<file path="src/rtl/pfe_pkg.sv">
`timescale 1ns / 1ps
`default_nettype none
// ----------------------------------------------------------------------------
// pfe_pkg
// Shared types and codes for the protobuf field encoder.
// ----------------------------------------------------------------------------
package pfe_pkg;

    // Configuration register indexes
    localparam int CFG_IDX_W = 1;
    localparam logic [CFG_IDX_W-1:0] CFG_CAPACITY   = 1'd0;
    localparam logic [CFG_IDX_W-1:0] CFG_COUNT_ONLY = 1'd1;

    // Field type codes
    localparam logic [4:0] FT_DOUBLE   = 5'd0;
    localparam logic [4:0] FT_FLOAT    = 5'd1;
    localparam logic [4:0] FT_INT32    = 5'd2;
    localparam logic [4:0] FT_UINT32   = 5'd3;
    localparam logic [4:0] FT_SINT32   = 5'd4;
    localparam logic [4:0] FT_INT64    = 5'd5;
    localparam logic [4:0] FT_UINT64   = 5'd6;
    localparam logic [4:0] FT_SINT64   = 5'd7;
    localparam logic [4:0] FT_FIXED32  = 5'd8;
    localparam logic [4:0] FT_FIXED64  = 5'd9;
    localparam logic [4:0] FT_SFIXED32 = 5'd10;
    localparam logic [4:0] FT_SFIXED64 = 5'd11;
    localparam logic [4:0] FT_BOOL     = 5'd12;
    localparam logic [4:0] FT_ENUM     = 5'd13;
    localparam logic [4:0] FT_STRING   = 5'd14;
    localparam logic [4:0] FT_BYTES    = 5'd15;
    localparam logic [4:0] FT_MESSAGE  = 5'd16;

    // Wire type codes
    localparam logic [2:0] WT_VAR   = 3'd0;
    localparam logic [2:0] WT_FIX64 = 3'd1;
    localparam logic [2:0] WT_LEN   = 3'd2;
    localparam logic [2:0] WT_FIX32 = 3'd5;

    typedef enum logic [1:0] {
        K_VARINT,
        K_FIX64,
        K_LEN,
        K_FIX32
    } kind_t;

    // One classified field, handed from front to back
    typedef struct packed {
        logic        restart;
        logic        omit;
        kind_t       kind;
        logic [31:0] key;
        logic [63:0] value;
    } cmd_t;

    // One result item
    typedef struct packed {
        logic [7:0]  data;
        logic        valid;
        logic        last;
        logic        status;
        logic [31:0] used;
    } res_t;

    function automatic logic [2:0] kind_wire(kind_t k);
        logic [2:0] wt;
        case (k)
            K_VARINT: wt = WT_VAR;
            K_FIX64:  wt = WT_FIX64;
            K_LEN:    wt = WT_LEN;
            default:  wt = WT_FIX32;
        endcase
        return wt;
    endfunction

endpackage
`default_nettype wire

</file>
<file path="src/rtl/protobuf_field_encoder.sv">
// Path: an accepted field enters the command queue, is loaded from there by
// the byte sequencer once it is idle, and its results reach the result port
// through the result queue. Throughput: the sequencer emits one byte per cycle
// while the result queue has room, key bytes and then value bytes, and takes
// the next field only after it has finished the last one.
// Reset: rst_n asynchronous, clears both queues, the count and the registers.
`timescale 1ns / 1ps
`default_nettype none
// ----------------------------------------------------------------------------
// protobuf_field_encoder
// Serializes protobuf fields (key and value) into bytes with a capacity check.
// ----------------------------------------------------------------------------
module protobuf_field_encoder
    import pfe_pkg::*;
#(
    parameter int RES_DEPTH = 4
)
(
    input  wire logic                 clk,
    input  wire logic                 rst_n,
    input  wire logic                 cfg_write,
    input  wire logic [CFG_IDX_W-1:0] cfg_index,
    input  wire logic [31:0]          cfg_data,
    input  wire logic                 push,
    output logic                      full,
    input  wire logic                 restart,
    input  wire logic [4:0]           field_type,
    input  wire logic [28:0]          field_number,
    input  wire logic                 omit_key,
    input  wire logic [63:0]          value_bits,
    output logic                      empty,
    input  wire logic                 pop,
    output logic [7:0]                out_byte,
    output logic                      byte_valid,
    output logic                      last,
    output logic                      status,
    output logic [31:0]               bytes_used
);

    cmd_t cmd;
    logic cmd_valid;
    logic cmd_pop;
    res_t res;
    logic res_push;
    logic res_full;
    res_t head;

    pfe_front u_front (
        .clk          (clk),
        .rst_n        (rst_n),
        .push         (push),
        .full         (full),
        .restart      (restart),
        .field_type   (field_type),
        .field_number (field_number),
        .omit_key     (omit_key),
        .value_bits   (value_bits),
        .cmd_valid    (cmd_valid),
        .cmd          (cmd),
        .cmd_pop      (cmd_pop)
    );

    pfe_back u_back (
        .clk       (clk),
        .rst_n     (rst_n),
        .cfg_write (cfg_write),
        .cfg_index (cfg_index),
        .cfg_data  (cfg_data),
        .cmd_valid (cmd_valid),
        .cmd       (cmd),
        .cmd_pop   (cmd_pop),
        .res_full  (res_full),
        .res_push  (res_push),
        .res       (res)
    );

    pfe_out_fifo #(
        .Depth (RES_DEPTH)
    ) u_out_fifo (
        .clk   (clk),
        .rst_n (rst_n),
        .push  (res_push),
        .din   (res),
        .full  (res_full),
        .empty (empty),
        .pop   (pop),
        .dout  (head)
    );

    assign out_byte   = head.data;
    assign byte_valid = head.valid;
    assign last       = head.last;
    assign status     = head.status;
    assign bytes_used = head.used;

`ifndef ASSERT_OFF
    a_no_push_when_full: assert property (@(posedge clk) disable iff (!rst_n)
        res_push |-> !res_full)
        else $error("result pushed into a full queue");

    a_no_pop_when_empty: assert property (@(posedge clk) disable iff (!rst_n)
        cmd_pop |-> cmd_valid)
        else $error("command popped from an empty queue");

    a_cmd_arrives: assert property (@(posedge clk) disable iff (!rst_n)
        (push && !full && !cmd_valid) |=> cmd_valid)
        else $error("accepted field missing from command queue");

    a_error_is_final: assert property (@(posedge clk) disable iff (!rst_n)
        (res_push && res.status) |-> (res.last && !res.valid))
        else $error("error result not marked final");
`endif

endmodule
`default_nettype wire

</file>
<file path="src/rtl/pfe_front.sv">
`timescale 1ns / 1ps
`default_nettype none
// ----------------------------------------------------------------------------
// pfe_front
// Classifies incoming fields (wire type, key, coded value) and queues them.
// ----------------------------------------------------------------------------
module pfe_front
    import pfe_pkg::*;
(
    input  wire logic        clk,
    input  wire logic        rst_n,
    input  wire logic        push,
    output logic             full,
    input  wire logic        restart,
    input  wire logic [4:0]  field_type,
    input  wire logic [28:0] field_number,
    input  wire logic        omit_key,
    input  wire logic [63:0] value_bits,
    output logic             cmd_valid,
    output cmd_t             cmd,
    input  wire logic        cmd_pop
);

    localparam int Depth = 2;
    localparam int PtrW  = $clog2(Depth);
    localparam int CntW  = $clog2(Depth + 1);

    cmd_t            q_reg [Depth];
    logic [PtrW-1:0] wr_ptr_reg;
    logic [PtrW-1:0] rd_ptr_reg;
    logic [CntW-1:0] count_reg;

    cmd_t        cmd_in;
    kind_t       kind;
    logic [63:0] wv;
    logic [31:0] lo;
    logic        do_push;
    logic        do_pop;

    assign lo = value_bits[31:0];

    always_comb
    begin
        case (field_type)
            FT_DOUBLE, FT_FIXED64, FT_SFIXED64:
            begin
                kind = K_FIX64;
                wv   = value_bits;
            end
            FT_INT32, FT_ENUM:
            begin
                kind = K_VARINT;
                wv   = {{32{lo[31]}}, lo};
            end
            FT_UINT32:
            begin
                kind = K_VARINT;
                wv   = {32'd0, lo};
            end
            FT_SINT32:
            begin
                kind = K_VARINT;
                wv   = {32'd0, {lo[30:0], 1'b0} ^ {32{lo[31]}}};
            end
            FT_INT64, FT_UINT64:
            begin
                kind = K_VARINT;
                wv   = value_bits;
            end
            FT_SINT64:
            begin
                kind = K_VARINT;
                wv   = {value_bits[62:0], 1'b0} ^ {64{value_bits[63]}};
            end
            FT_BOOL:
            begin
                kind = K_VARINT;
                wv   = {56'd0, value_bits[7:0]};
            end
            FT_STRING, FT_BYTES, FT_MESSAGE:
            begin
                kind = K_LEN;
                wv   = value_bits;
            end
            FT_FLOAT, FT_FIXED32, FT_SFIXED32:
            begin
                kind = K_FIX32;
                wv   = {32'd0, lo};
            end
            default:
            begin
                // unknown type: four zero bytes
                kind = K_FIX32;
                wv   = 64'd0;
            end
        endcase
        cmd_in.restart = restart;
        cmd_in.omit    = omit_key;
        cmd_in.kind    = kind;
        cmd_in.key     = {field_number, kind_wire(kind)};
        cmd_in.value   = wv;
    end

    assign full      = (count_reg == CntW'(Depth));
    assign cmd_valid = (count_reg != '0);
    assign cmd       = q_reg[rd_ptr_reg];
    assign do_push   = push && !full;
    assign do_pop    = cmd_pop && cmd_valid;

    always_ff @(posedge clk)
    begin
        if (do_push)
        begin
            q_reg[wr_ptr_reg] <= cmd_in;
        end
    end

    always_ff @(posedge clk or negedge rst_n)
    begin
        if (!rst_n)
        begin
            wr_ptr_reg <= '0;
            rd_ptr_reg <= '0;
            count_reg  <= '0;
        end
        else
        begin
            if (do_push)
            begin
                wr_ptr_reg <= (wr_ptr_reg == PtrW'(Depth - 1)) ? '0 : wr_ptr_reg + 1'b1;
            end
            if (do_pop)
            begin
                rd_ptr_reg <= (rd_ptr_reg == PtrW'(Depth - 1)) ? '0 : rd_ptr_reg + 1'b1;
            end
            if (do_push && !do_pop)
            begin
                count_reg <= count_reg + 1'b1;
            end
            else if (do_pop && !do_push)
            begin
                count_reg <= count_reg - 1'b1;
            end
        end
    end

endmodule
`default_nettype wire

</file>
<file path="src/rtl/pfe_back.sv">
`timescale 1ns / 1ps
`default_nettype none
// ----------------------------------------------------------------------------
// pfe_back
// Byte sequencer: emits key and value bytes one per cycle while the result
// queue has room, tracks the byte count and remaining room, reports overflow.
// ----------------------------------------------------------------------------
module pfe_back
    import pfe_pkg::*;
(
    input  wire logic                 clk,
    input  wire logic                 rst_n,
    input  wire logic                 cfg_write,
    input  wire logic [CFG_IDX_W-1:0] cfg_index,
    input  wire logic [31:0]          cfg_data,
    input  wire logic                 cmd_valid,
    input  cmd_t                      cmd,
    output logic                      cmd_pop,
    input  wire logic                 res_full,
    output logic                      res_push,
    output res_t                      res
);

    typedef enum logic [2:0] {
        S_IDLE,
        S_KEY,
        S_VAL,
        S_FIX,
        S_ERR
    } state_t;

    function automatic state_t value_state(kind_t k);
        state_t s;
        case (k)
            K_VARINT, K_LEN: s = S_VAL;
            default:         s = S_FIX;
        endcase
        return s;
    endfunction

    state_t      state_reg,  state_next;
    kind_t       kind_reg,   kind_next;
    logic [63:0] sh_reg,     sh_next;
    logic [63:0] val_reg,    val_next;
    logic [3:0]  nfix_reg,   nfix_next;
    logic [31:0] used_reg,   used_next;
    logic [31:0] room_reg,   room_next;
    logic [31:0] cap_reg,    cap_next;
    logic        count_only_reg, count_only_next;

    logic [7:0]  varint_byte;
    logic        varint_done;
    logic [31:0] used_p1;
    logic [31:0] room_m1;
    logic        payload_fit;

    assign varint_byte = {|sh_reg[63:7], sh_reg[6:0]};
    assign varint_done = ~|sh_reg[63:7];
    assign used_p1     = used_reg + 32'd1;
    assign room_m1     = room_reg - 32'd1;
    assign payload_fit = (val_reg <= {32'd0, room_m1});

    always_comb
    begin
        state_next      = state_reg;
        kind_next       = kind_reg;
        sh_next         = sh_reg;
        val_next        = val_reg;
        nfix_next       = nfix_reg;
        used_next       = used_reg;
        room_next       = room_reg;
        cap_next        = cap_reg;
        count_only_next = count_only_reg;
        cmd_pop         = 1'b0;
        res_push        = 1'b0;
        res             = '0;

        case (state_reg)
            S_IDLE:
            begin
                if (cmd_valid)
                begin
                    cmd_pop   = 1'b1;
                    kind_next = cmd.kind;
                    val_next  = cmd.value;
                    sh_next   = cmd.omit ? cmd.value : {32'd0, cmd.key};
                    nfix_next = (cmd.kind == K_FIX64) ? 4'd8 : 4'd4;
                    state_next = cmd.omit ? value_state(cmd.kind) : S_KEY;
                    if (cmd.restart)
                    begin
                        used_next = '0;
                        room_next = cap_reg;
                    end
                end
            end
            S_KEY, S_VAL:
            begin
                if (!res_full)
                begin
                    if (room_reg == '0)
                    begin
                        res.last   = 1'b1;
                        res.status = 1'b1;
                        res.used   = used_reg;
                        res_push   = 1'b1;
                        state_next = S_IDLE;
                    end
                    else
                    begin
                        used_next  = used_p1;
                        room_next  = room_m1;
                        sh_next    = sh_reg >> 7;
                        res.data   = varint_byte;
                        res.valid  = 1'b1;
                        res.used   = used_p1;
                        res_push   = !count_only_reg;
                        if (varint_done)
                        begin
                            if (state_reg == S_KEY)
                            begin
                                sh_next    = val_reg;
                                state_next = value_state(kind_reg);
                            end
                            else if (kind_reg == K_LEN && !payload_fit)
                            begin
                                state_next = S_ERR;
                            end
                            else
                            begin
                                // final byte; length fields also reserve the payload
                                if (kind_reg == K_LEN)
                                begin
                                    used_next = used_p1 + val_reg[31:0];
                                    room_next = room_m1 - val_reg[31:0];
                                end
                                res.last   = 1'b1;
                                res.used   = used_next;
                                res_push   = 1'b1;
                                state_next = S_IDLE;
                                if (count_only_reg)
                                begin
                                    res.data  = '0;
                                    res.valid = 1'b0;
                                end
                            end
                        end
                    end
                end
            end
            S_FIX:
            begin
                if (!res_full)
                begin
                    // room and remaining count drop together, so checking before
                    // each byte equals the up-front check
                    if (room_reg < 32'(nfix_reg))
                    begin
                        res.last   = 1'b1;
                        res.status = 1'b1;
                        res.used   = used_reg;
                        res_push   = 1'b1;
                        state_next = S_IDLE;
                    end
                    else
                    begin
                        used_next = used_p1;
                        room_next = room_m1;
                        sh_next   = sh_reg >> 8;
                        nfix_next = nfix_reg - 4'd1;
                        res.data  = sh_reg[7:0];
                        res.valid = 1'b1;
                        res.used  = used_p1;
                        res_push  = !count_only_reg;
                        if (nfix_reg == 4'd1)
                        begin
                            res.last   = 1'b1;
                            res_push   = 1'b1;
                            state_next = S_IDLE;
                            if (count_only_reg)
                            begin
                                res.data  = '0;
                                res.valid = 1'b0;
                            end
                        end
                    end
                end
            end
            S_ERR:
            begin
                if (!res_full)
                begin
                    res.last   = 1'b1;
                    res.status = 1'b1;
                    res.used   = used_reg;
                    res_push   = 1'b1;
                    state_next = S_IDLE;
                end
            end
            default:
            begin
                state_next = S_IDLE;
            end
        endcase

        // the user writes configuration only while idle; the block leaves this unchecked
        if (cfg_write)
        begin
            case (cfg_index)
                CFG_CAPACITY:
                begin
                    cap_next  = cfg_data;
                    room_next = (cfg_data >= used_reg) ? cfg_data - used_reg : '0;
                end
                CFG_COUNT_ONLY:
                begin
                    count_only_next = cfg_data[0];
                end
                default:
                begin
                    cap_next = cap_reg;
                end
            endcase
        end
    end

    always_ff @(posedge clk or negedge rst_n)
    begin
        if (!rst_n)
        begin
            state_reg      <= S_IDLE;
            used_reg       <= '0;
            room_reg       <= '0;
            cap_reg        <= '0;
            count_only_reg <= 1'b0;
        end
        else
        begin
            state_reg      <= state_next;
            used_reg       <= used_next;
            room_reg       <= room_next;
            cap_reg        <= cap_next;
            count_only_reg <= count_only_next;
        end
    end

    always_ff @(posedge clk)
    begin
        kind_reg <= kind_next;
        sh_reg   <= sh_next;
        val_reg  <= val_next;
        nfix_reg <= nfix_next;
    end

endmodule
`default_nettype wire

</file>
<file path="src/rtl/pfe_out_fifo.sv">
`timescale 1ns / 1ps
`default_nettype none
// ----------------------------------------------------------------------------
// pfe_out_fifo
// Result queue between the byte sequencer and the result port.
// ----------------------------------------------------------------------------
module pfe_out_fifo
    import pfe_pkg::*;
#(
    parameter int Depth = 4
)
(
    input  wire logic clk,
    input  wire logic rst_n,
    input  wire logic push,
    input  res_t      din,
    output logic      full,
    output logic      empty,
    input  wire logic pop,
    output res_t      dout
);

    localparam int PtrW = $clog2(Depth);
    localparam int CntW = $clog2(Depth + 1);

    res_t            mem_reg [Depth];
    logic [PtrW-1:0] wr_ptr_reg;
    logic [PtrW-1:0] rd_ptr_reg;
    logic [CntW-1:0] count_reg;
    logic            do_push;
    logic            do_pop;

    assign full    = (count_reg == CntW'(Depth));
    assign empty   = (count_reg == '0);
    assign dout    = mem_reg[rd_ptr_reg];
    assign do_push = push && !full;
    assign do_pop  = pop && !empty;

    always_ff @(posedge clk)
    begin
        if (do_push)
        begin
            mem_reg[wr_ptr_reg] <= din;
        end
    end

    always_ff @(posedge clk or negedge rst_n)
    begin
        if (!rst_n)
        begin
            wr_ptr_reg <= '0;
            rd_ptr_reg <= '0;
            count_reg  <= '0;
        end
        else
        begin
            if (do_push)
            begin
                wr_ptr_reg <= (wr_ptr_reg == PtrW'(Depth - 1)) ? '0 : wr_ptr_reg + 1'b1;
            end
            if (do_pop)
            begin
                rd_ptr_reg <= (rd_ptr_reg == PtrW'(Depth - 1)) ? '0 : rd_ptr_reg + 1'b1;
            end
            if (do_push && !do_pop)
            begin
                count_reg <= count_reg + 1'b1;
            end
            else if (do_pop && !do_push)
            begin
                count_reg <= count_reg - 1'b1;
            end
        end
    end

endmodule
`default_nettype wire

</file>
<file path="config.mk">
export PLATFORM = sky130hd
export DESIGN_NAME = protobuf_field_encoder
export DESIGN_NICKNAME = d
export VERILOG_FILES = /design/src/rtl/pfe_pkg.sv /design/src/rtl/protobuf_field_encoder.sv /design/src/rtl/pfe_front.sv /design/src/rtl/pfe_back.sv /design/src/rtl/pfe_out_fifo.sv
export SDC_FILE = /design/constraint.sdc
export NUM_CORES = 1
export LEC_CHECK = 0
export BUFFER_PORTS_ARGS = -buffer_cell sky130_fd_sc_hd__buf_2
export CAP_MARGIN = 20
export CORE_UTILIZATION = 35
export DETAILED_ROUTE_END_ITERATION = 8
export PLACE_DENSITY = 0.58
export SKIP_LAST_GASP = 1
export SLEW_MARGIN = 10
export SYNTH_ARGS = -nofsm -noshare
export SYNTH_HDL_FRONTEND = slang
export SYNTH_SLANG_ARGS = --single-unit
</file>
<file path="constraint.sdc">
create_clock -name clk -period 8.9 [get_ports clk]
set_clock_uncertainty 0.05 [all_clocks]
set_input_delay 0.445 -clock clk [delete_from_list [all_inputs] [get_ports clk]]
set_output_delay 0.445 -clock clk [all_outputs]
set_load 0.005 [all_outputs]
</file>
==> results.py, run 1 <==
metrics = {
    "global_routing": {
        "grt_pass1_wl_um": 172000,
        "antenna_found_initial": 12,
        "track_usage_pct": 22.5,
        "grt_max_degree": 67,
        "grt-ovfl-total": 0,
        "grt_pass1_vias": 26200,
    },
    "cts": {
        "insertion_delay_ns": 0.64,
        "clk_pin_slew_ns": 0.06,
        "numCtsBuffers": 71,
        "cts_tree": "built",
        "clockBufferDepth": 3,
        "cts_setup_buffers": 0,
        "root_buffer": "clkbuf_16",
        "htree_levels": 3,
        "cts.sinks": 615,
    },
    "timing": {
        "grt_setup_unrepaired": "no",
        "fmax_mhz": 148,
        "hold_viol_final": 0,
        "layout_setup_ws_ns": 2.13,
        "fin_crit_ns": 6.77,
        "drv_slew": 0,
        "setup_tns_ns": 0,
        "setup-violations-final": 0,
        "max-slew-margin-rel_pct": 29.5,
        "tightest_slew_ns": 1.06,
        "fin_crit_sh_pct": 76.1,
    },
    "power_and_ir_drop": {
        "internal_power_mw": 8.46,
        "swShare_pct": 42.4,
        "p_comb_share_pct": 43.8,
        "vdd_drop_max_mv": 0.220,
        "clkPwrFrac_pct": 21.2,
        "p_per_area_nw_per_um2": 364,
        "seqPwrFrac_pct": 35.0,
        "p_switching_mw": 6.23,
        "leakage_nw": 15.4,
    },
    "worst_setup_path": {
        "critPathKind": "reg -> reg",
        "reg2reg_from": "u_back.room_reg[0]",
        "crit_start": "u_back.room_reg[0]",
        "worstPathMaxFanout": 26,
        "start_kind": "flop",
        "reg2reg_slack_ns": 2.13,
        "worst_ep_required_time_ns": 9.14,
        "crit_arrival_ns": 7.01,
        "crit_path_end_kind": "flop",
    },
    "die": {
        "die_area_um2": 101000,
        "start_util_pct": 35.5,
        "die_x_um": 318,
        "coreArea_um2": 98700,
        "dieHeight_um": 318,
        "ios": 183,
        "core.rowCount": 115,
    },
    "synth": {
        "async_reset_ff_share_pct": 18.0,
        "synth_edf_count": 504,
        "ys_types": 87,
        "seq_area_frac_synth_pct": 51.1,
        "synthSimpleGateAreaFrac_pct": 10.5,
        "synth-xor-area-share_pct": 4.62,
        "syn_area_um2": 35000,
        "syn_area_per_cell_um2": 10.9,
        "synth-adder-area-share_pct": 5.23,
        "yosys_warnings": 0,
        "synth.area.mux_share_pct": 7.22,
        "syn_nets": 3497,
        "postSynthCellCount": 3215,
        "synth_compound_area_share_pct": 17.6,
        "ys.flop_type": "edfxtp_1",
        "synth_top_family_by_area": "compound AO/OA/AOI/OAI gates",
        "synth_seq_cells": 615,
    },
    "min_path": {
        "hp-class": "in -> reg",
        "min_from": "cfg_data[18]",
    },
    "final_layout": {
        "stdcell_area_um2": 40400,
        "area.growth.synth_to_final_pct": 15.2,
        "nNetsFinal": 3671,
        "final_util_pct": 40.9,
        "largest_reg_flops": 198,
        "drive_gt1_share_pct": 15.0,
    },
    "placed_design": {
        "port_buffers": 182,
        "hpwl_um": 84000,
        "gp_congestion": 0.994,
        "place_ws_ns": 2.22,
        "place_area_um2": 37300,
    },
    "detailed_routing": {
        "drt_iter0_markers": 2884,
        "vias": 27200,
        "dr.pass1.iters": 6,
        "drcViolationCount": 0,
        "routed_via_density": 5.76,
        "drt_wl_total_um": 116000,
        "wire_per_inst_um": 24.6,
        "final_antenna_net_count": 0,
    },
    "flow_run": {
        "cap_viol_max_count": 0,
    },
    "run_status": {
        "outcome": "completed",
    },
}
==> layout make-up <==
class	instances	area [um^2]
flip-flops and latches	615	17900
multi-input cells	2262	15900
diodes	1	2.50
well taps	1287	1610
inverters	149	559
clock inverters	44	638
clock buffers	83	1830
repair buffers	290	1870
fillers	9505	58300
==> layout by cell type, fill, tap and decap left out, types with 75 or more instances in the layout <==
cell type,instances
edfxtp_1,504
a21oi_1,303
nand2_1,301
o21ai_0,198
nor2_1,184
buf_2,181
inv_1,148
ha_1,140
dfrtp_1,106
xnor2_1,103
xor2_1,82
mux2i_1,75
==> logic make-up after synthesis <==
family	Yosys count
flip-flops	615
adder cells (fa/ha/maj)	144
AO/OA/AOI/OAI	953
XOR/XNOR	185
multiplexers	190
AND/OR/NAND/NOR	790
buffers and inverters	338
==> worst max-delay path, stage by stage, from the launching register on <==
cell	delay, ns
dfrtp_1	0.47
inv_1	0.18
ha_1	0.27
nor3b_1	0.53
and3_1	0.42
nand2_1	0.25
or3_1	0.42
xnor2_1	0.32
ha_1	0.40
nand3_1	0.23
nor2_1	0.12
a41o_1	0.25
a22oi_1	0.23
o221a_2	0.35
o21ai_0	0.14
o221a_2	0.32
a21oi_2	0.32
and2_2	0.62
buf_4	0.48
==> synthesized netlist by cell type, types with 10 or more instances <==
master / number / area (um^2)
a211oi_1: 47 / 353
a21o_1: 51 / 383
a21oi_1: 305 / 1530
a221o_1: 70 / 701
a221oi_1: 13 / 114
a22o_1: 12 / 105
a22oi_1: 45 / 338
a31oi_1: 28 / 175
and2_1: 22 / 138
and3_1: 19 / 119
buf_1: 27 / 101
buf_2: 19 / 95.1
clkbuf_1: 143 / 537
dfrtp_1: 111 / 2780
edfxtp_1: 504 / 15100
ha_1: 140 / 1750
inv_1: 149 / 559
mux2_2: 71 / 800
mux2i_1: 76 / 761
mux4_2: 43 / 968
nand2_1: 301 / 1130
nand2b_1: 19 / 119
nand3_1: 60 / 300
nand4_1: 25 / 156
nor2_1: 189 / 709
nor2b_1: 18 / 113
nor3_1: 48 / 240
nor4_1: 38 / 238
o211ai_1: 29 / 218
o21a_1: 21 / 158
o21ai_0: 199 / 996
o21ai_1: 16 / 80.1
o21bai_1: 10 / 75.1
o221ai_1: 11 / 96.3
o22ai_1: 13 / 81.3
or3_1: 10 / 62.6
xnor2_1: 103 / 902
xor2_1: 82 / 718
==> per-stage QoR <==
stage          power [mW]  hold WS, ns  instances
2_1_floorplan        9.07       0.0994       3215
3_3_place_gp         11.5        0.416       4545
3_5_place_dp         11.5        0.417       4545
4_1_cts              14.7      0.00192       4728
5_1_grt              15.4       0.0181       4730
6_report             14.7       0.0219       4731
==> power by group through the flow <==
stage | sequential (mW) | combinational, mW | clock, mW
4_1_cts | 5.12 | 6.37 | 3.17
3_5_place_dp | 5.17 | 6.32 | 0
2_1_floorplan | 4.75 | 4.32 | 0
6_report | 5.14 | 6.44 | 3.11
3_3_place_gp | 5.16 | 6.34 | 0
5_1_grt | 5.21 | 6.93 | 3.27
==> metal layers <==
metal	wire length (um)	vias to the layer above	track usage (%)	share of wire (%)
met5	71	-	0	0.061
met4	4370	12	8.28	3.8
met3	8030	202	3.45	6.9
met2	52400	1207	35.1	45
met1	51600	13400	31.5	44
li1	-	12500	-	-
==> repair_timing <==
action	in CTS	in global routing
endpoints found under the hold margin	149	0
hold buffers	56	0
gates resized for setup	0	0
==> path summary, 6_finish.rpt <==
path | to | cells past startpoint
min in group asynchronous | u_back.cap_reg[11] | 2
max reg2reg | u_out_fifo.mem_reg[2][17] | 18
max in group asynchronous | u_back.used_reg[5] | 3
min reg2reg | u_back.cap_reg[18] | 2
min | u_back.cap_reg[18] | 3
max | u_out_fifo.mem_reg[2][17] | 18
(Power assumes the default switching activity.)
==> inputs of run 2 (changes only) <==
Settings changed: PLACE_DENSITY 0.58 to 0.59.
Clock period 8.9 ns to 5.72 ns, I/O delays scaled along.
==> results.py, run 2 (synthesized netlist as in run 1, its figures left out) <==
metrics = {
    "detailed_routing": {
        "drt_iter0_markers": 3150,
        "drt_wl_total_um": 117000,
        "wire_per_inst_um": 23.8,
        "drcViolationCount": 0,
        "routed_via_density": 5.64,
        "final_antenna_net_count": 0,
        "dr.pass1.iters": 8,
        "vias": 27700,
    },
    "cts": {
        "numCtsBuffers": 70,
        "insertion_delay_ns": 0.64,
        "clockBufferDepth": 3,
        "cts_tree": "built",
        "clk_pin_slew_ns": 0.06,
        "root_buffer": "clkbuf_16",
        "cts.sinks": 615,
        "htree_levels": 3,
    },
    "global_routing": {
        "track_usage_pct": 22.6,
        "grt_max_degree": 72,
        "grt_pass1_vias": 26700,
        "antenna_found_initial": 6,
        "grt-ovfl-total": 0,
        "grt_pass1_wl_um": 173000,
    },
    "die": {
        "core.rowCount": 115,
        "dieHeight_um": 318,
        "ios": 183,
        "die_area_um2": 101000,
        "coreArea_um2": 98700,
        "start_util_pct": 35.5,
        "die_x_um": 318,
    },
    "power_and_ir_drop": {
        "vdd_drop_max_mv": 0.303,
        "power_mw": 22.9,
        "leakage_nw": 16.1,
        "p_per_area_nw_per_um2": 547,
    },
    "timing": {
        "drv_slew": 0,
        "max-slew-margin-rel_pct": 31.7,
        "grt_setup_unrepaired": "no",
        "fin_crit_sh_pct": 95.8,
        "hold_ws_ns": 0.0316,
        "setup-violations-final": 0,
        "fmax_mhz": 182,
        "setup_tns_ns": 0,
        "hold_viol_final": 0,
        "layout_setup_ws_ns": 0.238,
        "fin_crit_ns": 5.48,
        "tightest_slew_ns": 1.02,
    },
    "final_layout": {
        "area.growth.synth_to_final_pct": 19.6,
        "final_util_pct": 42.5,
        "most-common-layout-cells": "504 x edfxtp_1, 303 x a21oi_1, 301 x nand2_1",
        "stdcell_area_um2": 41900,
        "drive_gt1_share_pct": 16.8,
        "largest_reg_flops": 198,
        "final_common_cell": "edfxtp_1",
        "nNetsFinal": 3846,
        "layoutNonFillerInstCount": 4907,
    },
    "worst_setup_path": {
        "critPathKind": "reg -> reg",
        "r2r-end": "u_back.room_reg[11]",
        "worstPathMaxFanout": 9,
        "reg2reg_from": "u_back.room_reg[1]",
        "crit_path_end_kind": "flop",
        "reg2reg_slack_ns": 0.24,
        "worst_ep_required_time_ns": 6.18,
        "crit_arrival_ns": 5.94,
        "ff2ff_path_depth": 24,
        "start_kind": "flop",
    },
    "placed_design": {
        "place_area_um2": 38100,
        "port_buffers": 182,
        "hpwl_um": 85900,
        "place_ws_ns": 0.106,
        "placed_cells": 4636,
        "gp_congestion": 0.991,
    },
    "min_path": {
        "min_from": "value_bits[37]",
        "hold_depth": 2,
        "hold_path_end": "u_front.q_reg[0][37]",
        "hp-class": "in -> reg",
    },
    "run_status": {
        "outcome": "completed",
    },
    "flow_run": {
        "cap_viol_max_count": 0,
    },
}
## run 2: worst max-delay path, stage by stage (launching register included)
cell       delay [ns]
dfrtp_1          0.43
nor4_1           0.29
buf_4            0.17
nand3b_1         0.11
or3_1            0.43
nor2_2           0.19
buf_4            0.15
nand2_1          0.09
nand2_1          0.14
nand2_1          0.10
ha_1             0.33
nand4_1          0.11
or3_1            0.46
a21oi_1          0.21
a2111oi_2        0.08
buf_4            0.15
o221a_2          0.25
buf_4            0.16
and3_1           0.26
buf_4            0.20
and2_1           0.22
buf_12           0.17
a221oi_2         0.26
nor2_1           0.06
o311a_1          0.29
## run 2: metal layers
layer  global-route usage (%)  share of wire, %  vias to the layer above
li1                         -                 -                    12800
met1                     31.0                44                    13500
met2                     35.8                46                     1131
met3                     3.65               7.0                      200
met4                     8.45               3.8                        4
met5                        0             0.022                        -
## run 2: layout make-up
class,count,area (um^2)
tap,1287,1610
timing repair buffer,466,3540
fill,9494,56800
antenna,3,7.51
inverter,149,559
sequential,615,17900
multi-input combinational,2262,16000
clock inverter,33,417
clock buffer,92,1860
## run 2: worst max-delay path by stage
stage                          from                         to  depth (start not counted)
6_report         u_back.room_reg[1]        u_back.room_reg[11]                         24
5_1_grt          u_back.room_reg[1]    u_out_fifo.count_reg[2]                         24
4_1_cts          u_back.room_reg[1]  u_out_fifo.mem_reg[0][23]                         20
3_5_place_dp     u_back.room_reg[1]  u_out_fifo.mem_reg[2][21]                         20
3_3_place_gp     u_back.room_reg[1]  u_out_fifo.mem_reg[2][21]                         20
2_1_floorplan  u_front.count_reg[0]        u_front.q_reg[0][0]                          3
## run 2: repair_timing
action / 4_1_cts / 5_1_grt
resized for setup: 0 / 15
setup endpoints to repair: 0 / 102
setup buffers: 0 / 1
hold buffers: 140 / 0
hold endpoints to repair: 239 / 0
## run 2: power breakdown
| part | switching (mW) | internal, mW |
|---|---|---|
| logic | 6.64 | 3.91 |
| clock network | 1.90 | 2.55 |
| registers | 1.24 | 6.70 |
